`src/sv/smd_pkg.sv`:
```
// slider message decoder: shared types, constants and helper functions
// no dependencies; imported by the arithmetic unit and the top level
`timescale 1ns / 1ps
`default_nettype none

package smd_pkg;

  // ring geometry
  localparam int RING_DEPTH = 19;
  localparam int RING_AW    = $clog2(RING_DEPTH);
  localparam int IDX_W      = RING_AW + 1;
  localparam int SCAN_W     = $clog2(RING_DEPTH + 1);
  localparam int BYTE_W     = 8;

  // field widths
  localparam int NIB_W    = 4;
  localparam int VALUE_W  = 8;
  localparam int SLIDER_W = 7;
  localparam int GAIN_W   = 15;
  localparam int ECHO_W   = 14;

  // message layout, relative to the start marker
  localparam logic [IDX_W-1:0] ID_OFFSET = IDX_W'(10);
  localparam logic [IDX_W-1:0] HI_OFFSET = IDX_W'(12);
  localparam logic [IDX_W-1:0] LO_OFFSET = IDX_W'(13);

  // characters
  localparam logic [BYTE_W-1:0] CHAR_N     = 8'h4E;
  localparam logic [BYTE_W-1:0] CHAR_A     = 8'h41;
  localparam logic [BYTE_W-1:0] CHAR_C     = 8'h43;
  localparam logic [BYTE_W-1:0] CHAR_E     = 8'h45;
  localparam logic [BYTE_W-1:0] CHAR_F     = 8'h46;
  localparam logic [BYTE_W-1:0] CHAR_ZERO  = 8'h30;
  localparam logic [BYTE_W-1:0] CHAR_TWO   = 8'h32;
  localparam logic [BYTE_W-1:0] CHAR_NINE  = 8'h39;

  // scaling
  localparam int SLIDER_MAX = 100;
  localparam int FULL_SCALE = 32767;
  localparam int BAND_STEP  = FULL_SCALE / SLIDER_MAX;
  localparam int ECHO_STEP  = FULL_SCALE / 200;

  // clip level: (100 - v) * 32767 / 100 as a multiply by the rounded-up
  // reciprocal scaled by 2^16, exact for every slider step from 0 to 100
  localparam int CLIP_SHIFT = 16;
  localparam int CLIP_RECIP = (FULL_SCALE * (1 << CLIP_SHIFT) + SLIDER_MAX - 1) / SLIDER_MAX;

  // reset values of the settings
  localparam logic [GAIN_W-1:0] GAIN_RESET = GAIN_W'(16350);
  localparam logic [GAIN_W-1:0] CLIP_RESET = GAIN_W'(FULL_SCALE);
  localparam logic [ECHO_W-1:0] ECHO_RESET = '0;

  // shared arithmetic unit
  localparam int ARITH_W   = 32;
  localparam int MUL_STEPS = SLIDER_W;
  localparam int CNT_W     = $clog2(MUL_STEPS);

  typedef enum logic [2:0] {
    CODE_BASS    = 3'd0,
    CODE_MID     = 3'd1,
    CODE_HIGH    = 3'd2,
    CODE_DIST    = 3'd3,
    CODE_REVERB  = 3'd4,
    CODE_UNKNOWN = 3'd5
  } smd_code_e;

  typedef enum logic [3:0] {
    ST_IDLE,
    ST_SCAN,
    ST_RD_ID,
    ST_RD_HI,
    ST_RD_LO,
    ST_DECODE,
    ST_MUL,
    ST_COMMIT
  } smd_state_e;

  typedef struct packed {
    logic                start;
    logic [ARITH_W-1:0]  b;
    logic [SLIDER_W-1:0] m;
  } smd_arith_cmd_t;

  typedef struct packed {
    logic                done;
    logic [ARITH_W-1:0]  result;
  } smd_arith_sts_t;

  // hex character to nibble, anything else reads as zero
  function automatic logic [NIB_W-1:0] hex_digit(input logic [BYTE_W-1:0] c);
    logic [BYTE_W-1:0] t;
    t = '0;
    if (c >= CHAR_ZERO && c <= CHAR_NINE) begin
      t = c - CHAR_ZERO;
    end else if (c >= CHAR_A && c <= CHAR_F) begin
      t = c - CHAR_A + BYTE_W'(10);
    end
    return t[NIB_W-1:0];
  endfunction

  // ring index with a single wrap
  function automatic logic [RING_AW-1:0] ring_wrap(input logic [RING_AW-1:0] base,
                                                   input logic [IDX_W-1:0]   off);
    logic [IDX_W-1:0] sum;
    sum = {1'b0, base} + off;
    if (sum > IDX_W'(RING_DEPTH - 1)) begin
      sum = sum - IDX_W'(RING_DEPTH);
    end
    return sum[RING_AW-1:0];
  endfunction

endpackage

`default_nettype wire

```
`src/sv/smd_ram.sv`:
```
// generic single write port, single read port ram with registered read
// no dependencies
`timescale 1ns / 1ps
`default_nettype none

module smd_ram #(
  parameter int WIDTH = 8,
  parameter int DEPTH = 16
) (
  input  logic                     clk_i,
  input  logic                     we_i,
  input  logic [$clog2(DEPTH)-1:0] waddr_i,
  input  logic [WIDTH-1:0]         wdata_i,
  input  logic [$clog2(DEPTH)-1:0] raddr_i,
  output logic [WIDTH-1:0]         rdata_o
);

  logic [WIDTH-1:0] mem_q [DEPTH];
  logic [WIDTH-1:0] rdata_q;

  always_ff @(posedge clk_i) begin
    if (we_i) begin
      mem_q[waddr_i] <= wdata_i;
    end
    rdata_q <= mem_q[raddr_i];
  end

  assign rdata_o = rdata_q;

endmodule

`default_nettype wire

```
`src/sv/smd_arith.sv`:
```
// shared iterative arithmetic unit: shift-add multiply of a constant by the slider
// depends on smd_pkg (command and status structs, step counts)
`timescale 1ns / 1ps
`default_nettype none

module smd_arith (
  input  logic                   clk_i,
  input  logic                   rst_ni,
  input  smd_pkg::smd_arith_cmd_t cmd_i,
  output smd_pkg::smd_arith_sts_t sts_o
);

  import smd_pkg::*;

  logic                busy_q;
  logic                done_q;
  logic [CNT_W-1:0]    cnt_q;
  logic [ARITH_W-1:0]  a_q, a_d;
  logic [ARITH_W-1:0]  b_q, b_d;
  logic [SLIDER_W-1:0] m_q, m_d;

  logic [ARITH_W-1:0]  addend;

  // one adder: accumulate the shifted constant for each set multiplier bit
  always_comb begin
    addend = m_q[0] ? b_q : '0;
    a_d    = a_q + addend;
    m_d    = m_q >> 1;
    b_d    = b_q << 1;
  end

  always_ff @(posedge clk_i or negedge rst_ni) begin
    if (!rst_ni) begin
      busy_q <= 1'b0;
      done_q <= 1'b0;
      cnt_q  <= '0;
    end else begin
      done_q <= 1'b0;
      if (cmd_i.start) begin
        busy_q <= 1'b1;
        cnt_q  <= CNT_W'(MUL_STEPS - 1);
      end else if (busy_q) begin
        if (cnt_q == '0) begin
          busy_q <= 1'b0;
          done_q <= 1'b1;
        end else begin
          cnt_q <= cnt_q - 1'b1;
        end
      end
    end
  end

  always_ff @(posedge clk_i) begin
    if (cmd_i.start) begin
      a_q <= '0;
      b_q <= cmd_i.b;
      m_q <= cmd_i.m;
    end else if (busy_q) begin
      a_q <= a_d;
      b_q <= b_d;
      m_q <= m_d;
    end
  end

  assign sts_o.done   = done_q;
  assign sts_o.result = a_q;

endmodule

`default_nettype wire

```
`src/sv/slider_message_decoder_top.sv`:
```
// slider message decoder top level: receive ring, scan sequencer, settings
// depends on smd_pkg, smd_ram and smd_arith
//
// usage
//   input channel: one received byte per transfer on rx_byte_i (in_valid_i /
//   in_ready_o). output channel: one result per input byte (out_valid_o /
//   out_ready_i) carrying update_found, setting_code, slider_value and the
//   current five settings after this byte's update.
// sequence
//   each byte is written into the ring in its accept cycle, then the ring is
//   scanned from slot 0, one slot per cycle through the ram read port, for
//   the first start marker, or to its end if there is none. after a marker
//   the id and slider digits are read; an unrecognised id goes to commit, and
//   any recognised setting runs a 7-step shift-add multiply (the clip level
//   multiplies 100 - v by a scaled reciprocal of 100 and keeps the top bits).
//   the ram read port and the multiplier are single and shared; one byte is
//   in work at a time, in_ready_o is high only while the sequencer is idle,
//   so the next byte can go in the cycle after the result is registered.
// reset
//   the ring reads as all zero (per-slot valid bits), write slot 0, band
//   gains 16350, clip level 32767, reverb gain 0, no result pending.
// stalls
//   a finished result sits in the output register; the next byte is still
//   taken, and its result waits in the commit state until the register frees.
`timescale 1ns / 1ps
`default_nettype none

module slider_message_decoder_top (
  input  logic                        clk_i,
  input  logic                        rst_ni,
  input  logic                        in_valid_i,
  output logic                        in_ready_o,
  input  logic [smd_pkg::BYTE_W-1:0]  rx_byte_i,
  output logic                        out_valid_o,
  input  logic                        out_ready_i,
  output logic                        update_found_o,
  output logic [2:0]                  setting_code_o,
  output logic [smd_pkg::VALUE_W-1:0] slider_value_o,
  output logic [smd_pkg::GAIN_W-1:0]  bass_gain_o,
  output logic [smd_pkg::GAIN_W-1:0]  mid_gain_o,
  output logic [smd_pkg::GAIN_W-1:0]  high_gain_o,
  output logic [smd_pkg::GAIN_W-1:0]  clip_level_o,
  output logic [smd_pkg::ECHO_W-1:0]  reverb_gain_o
);

  import smd_pkg::*;

  smd_state_e state_q, state_d;

  // ring bookkeeping
  logic [RING_AW-1:0]    ws_q;
  logic [RING_DEPTH-1:0] vld_q;
  logic [RING_AW-1:0]    rd_addr;
  logic [BYTE_W-1:0]     rdata;
  logic                  rd_vld_q;
  logic [BYTE_W-1:0]     rbyte;

  // scan state
  logic [SCAN_W-1:0]  scan_q;
  logic [RING_AW-1:0] chk_q;
  logic               chk_vld_q;
  logic               issue;
  logic               match;
  logic               scan_last;
  logic [RING_AW-1:0] marker_q;

  // fields of the message being decoded
  logic [BYTE_W-1:0]  id_q;
  logic [NIB_W-1:0]   hi_q;
  logic [VALUE_W-1:0] value_q;
  smd_code_e          code_q;
  logic               found_q;

  logic [VALUE_W-1:0]  dec_value;
  logic [SLIDER_W-1:0] dec_sat;
  smd_code_e           dec_code;

  // settings
  logic [GAIN_W-1:0] bass_q, mid_q, treble_q, clip_q;
  logic [ECHO_W-1:0] echo_q;

  // output register
  logic               out_valid_q;
  logic               out_found_q;
  smd_code_e          out_code_q;
  logic [VALUE_W-1:0] out_value_q;
  logic [GAIN_W-1:0]  out_bass_q, out_mid_q, out_high_q, out_clip_q;
  logic [ECHO_W-1:0]  out_echo_q;

  logic in_accept;
  logic out_free;
  logic commit_fire;

  smd_arith_cmd_t arith_cmd;
  smd_arith_sts_t arith_sts;

  // receive ring
  smd_ram #(
    .WIDTH (BYTE_W),
    .DEPTH (RING_DEPTH)
  ) u_ring (
    .clk_i   (clk_i),
    .we_i    (in_accept),
    .waddr_i (ws_q),
    .wdata_i (rx_byte_i),
    .raddr_i (rd_addr),
    .rdata_o (rdata)
  );

  // shared multiply unit
  smd_arith u_arith (
    .clk_i  (clk_i),
    .rst_ni (rst_ni),
    .cmd_i  (arith_cmd),
    .sts_o  (arith_sts)
  );

  // slots never written since reset read as zero
  assign rbyte = rd_vld_q ? rdata : '0;

  assign in_ready_o  = (state_q == ST_IDLE);
  assign in_accept   = in_valid_i & in_ready_o;
  assign out_free    = !out_valid_q || out_ready_i;
  assign commit_fire = (state_q == ST_COMMIT) && out_free;

  // scan: read slot scan_q while checking the byte read for slot chk_q
  assign issue     = (state_q == ST_SCAN) && (scan_q != SCAN_W'(RING_DEPTH));
  assign match     = chk_vld_q && (rbyte == CHAR_N);
  assign scan_last = chk_vld_q && (chk_q == RING_AW'(RING_DEPTH - 1));

  // decode of id, slider digits and saturation
  always_comb begin
    dec_value = {hi_q, hex_digit(rbyte)};
    dec_sat   = (dec_value > VALUE_W'(SLIDER_MAX)) ? SLIDER_W'(SLIDER_MAX)
                                                   : dec_value[SLIDER_W-1:0];
    unique case (id_q)
      CHAR_A:    dec_code = CODE_BASS;
      CHAR_C:    dec_code = CODE_MID;
      CHAR_E:    dec_code = CODE_HIGH;
      CHAR_ZERO: dec_code = CODE_DIST;
      CHAR_TWO:  dec_code = CODE_REVERB;
      default:   dec_code = CODE_UNKNOWN;
    endcase
  end

  // next state
  always_comb begin
    state_d = state_q;
    unique case (state_q)
      ST_IDLE: begin
        if (in_accept) begin
          state_d = ST_SCAN;
        end
      end
      ST_SCAN: begin
        if (match) begin
          state_d = ST_RD_ID;
        end else if (scan_last) begin
          state_d = ST_COMMIT;
        end
      end
      ST_RD_ID:  state_d = ST_RD_HI;
      ST_RD_HI:  state_d = ST_RD_LO;
      ST_RD_LO:  state_d = ST_DECODE;
      ST_DECODE: begin
        state_d = (dec_code == CODE_UNKNOWN) ? ST_COMMIT : ST_MUL;
      end
      ST_MUL: begin
        if (arith_sts.done) begin
          state_d = ST_COMMIT;
        end
      end
      ST_COMMIT: begin
        if (out_free) begin
          state_d = ST_IDLE;
        end
      end
      default: state_d = ST_IDLE;
    endcase
  end

  // outputs of the sequencer: ring read address and multiply command
  always_comb begin
    rd_addr         = '0;
    arith_cmd.start = 1'b0;
    arith_cmd.b     = '0;
    arith_cmd.m     = '0;
    unique case (state_q)
      ST_SCAN: begin
        if (issue) begin
          rd_addr = scan_q[RING_AW-1:0];
        end
      end
      ST_RD_ID: rd_addr = ring_wrap(marker_q, ID_OFFSET);
      ST_RD_HI: rd_addr = ring_wrap(marker_q, HI_OFFSET);
      ST_RD_LO: rd_addr = ring_wrap(marker_q, LO_OFFSET);
      ST_DECODE: begin
        // clip level is (100 - v) times the scaled reciprocal, the rest step * v
        if (dec_code != CODE_UNKNOWN) begin
          arith_cmd.start = 1'b1;
          if (dec_code == CODE_DIST) begin
            arith_cmd.b = ARITH_W'(CLIP_RECIP);
            arith_cmd.m = SLIDER_W'(SLIDER_MAX) - dec_sat;
          end else if (dec_code == CODE_REVERB) begin
            arith_cmd.b = ARITH_W'(ECHO_STEP);
            arith_cmd.m = dec_sat;
          end else begin
            arith_cmd.b = ARITH_W'(BAND_STEP);
            arith_cmd.m = dec_sat;
          end
        end
      end
      default: ;
    endcase
  end

  // control state, settings and output valid
  always_ff @(posedge clk_i or negedge rst_ni) begin
    if (!rst_ni) begin
      state_q     <= ST_IDLE;
      ws_q        <= '0;
      vld_q       <= '0;
      rd_vld_q    <= 1'b0;
      scan_q      <= '0;
      chk_vld_q   <= 1'b0;
      found_q     <= 1'b0;
      code_q      <= CODE_BASS;
      bass_q      <= GAIN_RESET;
      mid_q       <= GAIN_RESET;
      treble_q    <= GAIN_RESET;
      clip_q      <= CLIP_RESET;
      echo_q      <= ECHO_RESET;
      out_valid_q <= 1'b0;
    end else begin
      state_q  <= state_d;
      rd_vld_q <= vld_q[rd_addr];

      if (in_accept) begin
        vld_q[ws_q] <= 1'b1;
        ws_q        <= (ws_q == RING_AW'(RING_DEPTH - 1)) ? '0 : ws_q + 1'b1;
        scan_q      <= '0;
        chk_vld_q   <= 1'b0;
        found_q     <= 1'b0;
        code_q      <= CODE_BASS;
      end

      if (state_q == ST_SCAN) begin
        chk_vld_q <= issue;
        if (issue) begin
          scan_q <= scan_q + 1'b1;
        end
        if (match) begin
          found_q <= 1'b1;
        end
      end

      if (state_q == ST_DECODE) begin
        code_q <= dec_code;
      end

      // write back the finished setting
      if (state_q == ST_MUL && arith_sts.done) begin
        case (code_q)
          CODE_BASS:   bass_q   <= arith_sts.result[GAIN_W-1:0];
          CODE_MID:    mid_q    <= arith_sts.result[GAIN_W-1:0];
          CODE_HIGH:   treble_q <= arith_sts.result[GAIN_W-1:0];
          CODE_DIST:   clip_q   <= arith_sts.result[CLIP_SHIFT +: GAIN_W];
          CODE_REVERB: echo_q   <= arith_sts.result[ECHO_W-1:0];
          default: ;
        endcase
      end

      if (commit_fire) begin
        out_valid_q <= 1'b1;
      end else if (out_ready_i) begin
        out_valid_q <= 1'b0;
      end
    end
  end

  // payload registers
  always_ff @(posedge clk_i) begin
    if (in_accept) begin
      value_q <= '0;
    end
    if (state_q == ST_SCAN) begin
      chk_q <= scan_q[RING_AW-1:0];
      if (match) begin
        marker_q <= chk_q;
      end
    end
    if (state_q == ST_RD_HI) begin
      id_q <= rbyte;
    end
    if (state_q == ST_RD_LO) begin
      hi_q <= hex_digit(rbyte);
    end
    if (state_q == ST_DECODE) begin
      value_q <= dec_value;
    end
    if (commit_fire) begin
      out_found_q <= found_q;
      out_code_q  <= code_q;
      out_value_q <= value_q;
      out_bass_q  <= bass_q;
      out_mid_q   <= mid_q;
      out_high_q  <= treble_q;
      out_clip_q  <= clip_q;
      out_echo_q  <= echo_q;
    end
  end

  assign out_valid_o    = out_valid_q;
  assign update_found_o = out_found_q;
  assign setting_code_o = out_code_q;
  assign slider_value_o = out_value_q;
  assign bass_gain_o    = out_bass_q;
  assign mid_gain_o     = out_mid_q;
  assign high_gain_o    = out_high_q;
  assign clip_level_o   = out_clip_q;
  assign reverb_gain_o  = out_echo_q;

endmodule

`default_nettype wire
```
`config.mk`:
```
export PLATFORM = sky130hd
export DESIGN_NAME = slider_message_decoder_top
export DESIGN_NICKNAME = d
export VERILOG_FILES = /design/src/sv/smd_pkg.sv /design/src/sv/smd_ram.sv /design/src/sv/smd_arith.sv /design/src/sv/slider_message_decoder_top.sv
export SDC_FILE = /design/constraint.sdc
export NUM_CORES = 1
export LEC_CHECK = 0
export ABC_AREA = 1
export ABC_CLOCK_PERIOD_IN_PS = 12500
export BUFFER_PORTS_ARGS = -buffer_cell sky130_fd_sc_hd__buf_2
export CORE_MARGIN = 2
export CORE_UTILIZATION = 62
export DETAILED_ROUTE_END_ITERATION = 7
export GPL_TIMING_DRIVEN = 0
export MAX_ROUTING_LAYER = met4
export PLACE_DENSITY = 0.8
export SYNTH_ARGS = -nofsm -noshare
export SYNTH_HDL_FRONTEND = slang
export SYNTH_SLANG_ARGS = --single-unit
export TNS_END_PERCENT = 50
```
`constraint.sdc`:
```
create_clock -name clk_i -period 12.5 [get_ports clk_i]
set_input_delay 3.75 -clock clk_i [delete_from_list [all_inputs] [get_ports clk_i]]
set_output_delay 3.75 -clock clk_i [all_outputs]
set_load 0.02 [all_outputs]
```
# --- Word-level counts from Yosys, hierarchy flattened ---
# Memories as Yosys holds them, arrays and structs flattened. A register that Yosys moved wholly into a read port is not among the register bits.
# Index checks and enable logic that the tools add are counted.
totals:
  ram_bits: 152
  out_inout_bits: 88
  ff_bits: 306
  n_memories: 1
  in_bits: 12
op_classes:
  mux: 56
  add_sub_neg: 14
  n_lt_le_gt_ge: 11
  bitwise: 2
  n_reduce_logical: 25
  eq_ne: 29
memory_table:
  columns: ["name", "depth", "word_bits", "read_ports", "rd_clocked_by_memory_dff", "wr", "line_no", "rtl"]
  rows:
  - ["u_ring.mem_q", 19, 8, 1, 1, 1, "smd_ram.sv:18", "logic [WIDTH-1:0] mem_q [DEPTH];"]
op_table:
  columns: ["operator", "n"]
  rows:
  - ["2-to-1 mux 32 bit", 4]
  - ["2-to-1 mux 40 bit", 2]
  - ["2-to-1 mux 5 bit", 8]
  - ["adder 32 bit", 1]
  - ["equality test 8 x 7 -> 1 bit (second input constant)", 4]
  - ["one-hot mux 4 bit (8 select lines)", 1]
  - ["2-to-1 mux 4 bit", 7]
  - ["2-to-1 mux 8 bit", 3]
  - ["2-to-1 mux 7 bit", 3]
  - ["one-hot mux 5 bit (4 select lines)", 1]
  - ["OR 19 bit", 1]
  - ["adder 5 x 4 -> 6 bit (second input constant)", 3]
  - ["greater-than comparator 6 x 5 -> 1 bit (second input constant)", 3]
  - ["2-to-1 mux 1 bit", 18]
  - ["equality test 4 x 3 -> 1 bit (second input constant)", 4]
  - ["equality test 8 x 6 -> 1 bit (second input constant)", 2]
  - ["2-to-1 mux 16 bit", 1]
  - ["2-to-1 mux 3 bit", 5]
  - ["one-hot mux 3 bit (5 select lines)", 1]
  - ["subtractor 5 bit (second input constant)", 3]
  - ["AND reduction 2 bit", 7]
  - ["less-than comparator 5 x 6 -> 1 bit (second input constant)", 2]
  - ["adder 5 x 1 -> 5 bit (second input constant)", 2]
  - ["equality test 5 bit (second input constant)", 2]
  - ["29 further kinds", 49]

# --- Longest topological paths before layout ---
logic_depth:
  depth_word: 13
  depth_mapped: 22
  depth_no_buf: 21

# --- Hierarchy ---
# A second synthesis with hierarchy kept.
hier_totals:
  cells_unflattened: 2470
  hier_area_um2: 22445.3
modules_own_cells:
  columns: ["module", "seq_area_each_um2", "instances", "area_each_um2", "cells_each"]
  rows:
  - ["slider_message_decoder_top", 6374.9, 1, 9821.9, 906]
  - ["smd_ram", 4724.5, 1, 6784.0, 635]
  - ["smd_arith", 1936.9, 1, 5839.4, 929]

# --- Worst setup path after synthesis ---
# No wires, ideal clock.
synth_path:
  path_type: "input port to flip-flop"
  from: "input out_ready_i"
  to: "register out_bass_q[0], in the netlist bass_gain_o[0] (enable)"
  cell_stages: 2
  t_required_ns: 11.968
  t_arrival_ns: 7.370
  path_slack_ns: 4.598
  n_path_buf: 0
  setup_time_ns: 0.532
  path_cell_list: "nor2_1 -> nor2_1"
synth_via:
  elab_chain_len: 2
synth_lines:
  columns: ["item", "line_no", "rtl"]
  rows:
  - ["start, declared", "slider_message_decoder_top.sv:35", "input logic out_ready_i,"]
  - ["logical OR 1 bit", "slider_message_decoder_top.sv:123", "assign out_free = !out_valid_q || out_ready_i;"]
  - ["logical AND 1 bit", "slider_message_decoder_top.sv:124", "assign commit_fire = (state_q == ST_COMMIT) && out_free;"]
  - ["net commit_fire", "slider_message_decoder_top.sv:92", "logic commit_fire;"]
  - ["end signal, assigned", "slider_message_decoder_top.sv:305", "out_bass_q <= bass_q;"]
  - ["end, declared", "slider_message_decoder_top.sv:87", "logic [GAIN_W-1:0] out_bass_q, out_mid_q, out_high_q, out_clip_q;"]
# The timed path passes the listed nets, and every way through them passes these cells.
# A chain may end at the register's enable or synchronous reset.

# --- Worst setup path after layout ---
layout_path:
  from: "register state_q[1]"
  to: "output in_ready_o"
layout_via:
  elab_chain_len: 1
layout_lines:
  columns: ["item", "line_no", "rtl"]
  rows:
  - ["start, declared", "slider_message_decoder_top.sv:48", "smd_state_e state_q, state_d;"]
  - ["start signal, assigned", "slider_message_decoder_top.sv:235", "state_q <= state_d;"]
  - ["logical NOT 4 bit", "slider_message_decoder_top.sv:121", "assign in_ready_o = (state_q == ST_IDLE);"]
  - ["end, declared", "slider_message_decoder_top.sv:32", "output logic in_ready_o,"]
# No other way between the ends.

==> key figures <==
Critical path
  • Stages on the worst setup path: 4
  • Worst Setup End Kind: output port
  • Kind of critical path: flip-flop to output port
  • Worst path required time: 8.75 ns
  • Crit-path most repeated cell: nor2_1
  • Crit-path leading delay family: flip-flops
  • Crit start category: flip-flop
  • CP max stage delay: 0.43 ns
  • CP Max Fanout: 5
  • Worst r2r src: id_q[2]
  • Critical-path cell list: nor2_1, inv_1, nor2_1, buf_2
  • End point of the critical path: in_ready_o
  • Reg2Reg Depth: 11
  • Worst setup path startpoint: state_q[1]
  • WP buf/inv: 2
  • Reg2reg setup slack: 8.85 ns
  • Crit path DAT: 1.56 ns
  • Reg-to-reg endpoint: u_arith.b_q[29]
  • Slowest cell on crit path: dfrtp_1

GRT
  • First-pass GRT wire length: 79600 um
  • Largest net degree at the start of global routing: 63
  • Global route overflow: 0
  • Total track usage: 29.6%
  • Vias in the first global route: 15000
  • Initial antenna violation count: 0

Timing
  • Final hold vios: 0
  • Tcrit/Tclk final: 42.4%
  • Worst Max-Slew Pin Slew: 1.03 ns
  • RSZ-0062 raised after global routing: no
  • Final hold slack: 0.419 ns
  • Clk_skew: 0.0225 ns
  • Slew margin rel.: 31.3%
  • Max Freq: 188 MHz
  • Pins over their slew limit: 0
  • Final setup viols: 0
  • Setup_tns: 0 ns
  • Period minus WS final: 5.31 ns

Clock tree
  • CTS Buf Count: 46
  • Hold buffer count at CTS: 0
  • Clk slew on worst S/H paths: 0.07 ns
  • Post-CTS Resized: 0
  • Worst skew pair latency: 0.58 ns
  • H-tree lvl count: 2
  • Total setup buffers inserted after CTS: 0
  • CTS Root Cell: clkbuf_16
  • TritonCTS Sinks: 463
  • Clk buf depth: 3
  • CTS tree: done

Final layout
  • Filler cells: 2396
  • Multi-input combinational cell area: 6460 um^2
  • Area growth from synthesis to layout: 12.9%
  • Nets: 2336
  • Reg area: 13000 um^2
  • Core Util, Final: 71.0%
  • Diode count: 0
  • Layout cells sized above 1: 13.4%
  • Fin cells: 2756

Synthesis
  • Xor/xnor cell area share of the yosys netlist: 1.28%
  • Post-synthesis simple-gate area fraction: 18.0%
  • Synth top area cells: edfxtp_1 44%, dfrtp_1 8.0%, nand2_1 7.7%
  • Count leader, synth: nand2_1
  • Synth Register Bits: 463
  • Post-synth net total: 2185
  • Largest family of logic cells by synthesized area: simple AND/OR/NAND/NOR gates
  • Synth top area share: 43.7%
  • Synth cell types: 54
  • Post-synth EDFFs: 306
  • Mapped Area: 21000 um^2
  • Adder-Cell Fraction of Synth Area: 3.25%
  • Cells after Synth: 2119
  • Yosys warns: 0
  • Compound-Gate Fraction of Synth Area: 7.86%
  • Seq/Total Area, Yosys: 61.7%
  • Post-synth ARST share: 25.5%
  • Yosys top cell by area: edfxtp_1
  • Mean post-synth cell area: 9.93 um^2
  • Dominant synthesized flop cell: edfxtp_1
  • Top post-synthesis cells by count: 434 x nand2_1, 309 x inv_1, 306 x edfxtp_1
  • Mux share of post-synthesis cell area: 0.208%

Route
  • Vias/cell: 5.58
  • Routed wire length: 50200 um
  • Wire per inst: 18.2 um
  • Final antenna-violating net count: 0
  • Vias: 15400
  • Initial drt markers: 1156
  • Drt drc: 0
  • DR pass1 iterations: 5

Power
  • Max VDD drop: 0.145 mV
  • PwrDens: 216 nW/um^2
  • Leak Pwr: 10.4 nW
  • Total power: 5.14 mW

Floorplanning
  • Core footprint: 33400 um^2
  • Row cnt: 67
  • Die Height: 188 um
  • Die area: 35400 um^2
  • Initial Utilization: 62.9%
  • Num ports: 100
  • Die X-Extent: 188 um

Place
  • IO buf count: 99
  • Placed insts: 2670
  • RePlAce Congestion: 0.961
  • Placed wire-length estimate: 35200 um

Outcome
  • Status: complete, no violations

Min path
  • Hold Crit Class: flip-flop to flip-flop

Run
  • Max cap viols: 0
[layer usage]
layer / track usage [%] / share of wire [%] / vias up
met4: 11.7 / 3.6 / 0
li1: - / - / 7418
met5: - / 0 / -
met2: 49.5 / 49 / 597
met1: 36.9 / 41 / 7237
met3: 4.08 / 6.5 / 120
[layout make-up]
type,count,area share (%)
clock inverters,22,1.12
flip-flops and latches,463,54.7
inverters,320,5.06
well taps,448,2.36
clock buffers,64,5.47
plain buffers,77,1.71
multi-input cells,1259,27.2
repair buffers,103,2.40
[stage by stage]
| step | cell area [um^2] | setup WS (ns) |
|---|---|---|
| global placement | 22100 | 3.58 |
| detailed placement | 22200 | 6.87 |
| CTS | 23700 | 7.18 |
| floorplan | 21000 | 4.60 |
| global route | 23800 | 7.12 |
| finish | 23800 | 7.19 |
[report_power, final]
part	leakage (nW)	internal, mW	total (mW)	switching (mW)
sequential	4.46	1.88	2.00	0.114
combinational	5.13	0.522	1.73	1.21
clock	0.766	0.817	1.41	0.594
total	10.4	3.22	5.14	1.91
[placed cells by master, fill, tap and decap left out, types with 67 or more instances in the layout]
cell      count
nand2_1     433
dfrtp_1      67
inv_1       309
nand4_1      78
nand3_1     153
edfxtp_1    306
a21oi_1      83
nor2_1      159
buf_2       126
o21ai_0     152
[how the worst min path moves through the flow]
| stage | from | end | slack (ns) | depth (start not counted) |
|---|---|---|---|---|
| after global placement | value_q[6] | slider_value_o[6] | 0.41 | 0 |
| after global routing | value_q[3] | slider_value_o[3] | 0.42 | 0 |
| after detailed placement | value_q[4] | slider_value_o[4] | 0.40 | 0 |
| final | value_q[4] | slider_value_o[4] | 0.42 | 0 |
| after floorplan | value_q[0] | slider_value_o[0] | 0.40 | 0 |
| after CTS | value_q[4] | slider_value_o[4] | 0.42 | 0 |
[logic make-up after synthesis]
kind of cell,count (synthesis)
and+or+nand+nor,871
DFF,463
buffers and inverters,397
AOI/OAI and AO/OA,300
adders and majority gates,54
xor gates and xnor gates,30
muxes,4
[state kept, by name, indices dropped and copies added, names as in the netlist, 19 cells and up]
name / cells
u_ring.mem_q: 152
u_arith.a_q: 31
u_arith.b_q: 31
vld_q: 19
Power figures use the tool's default switching activity.
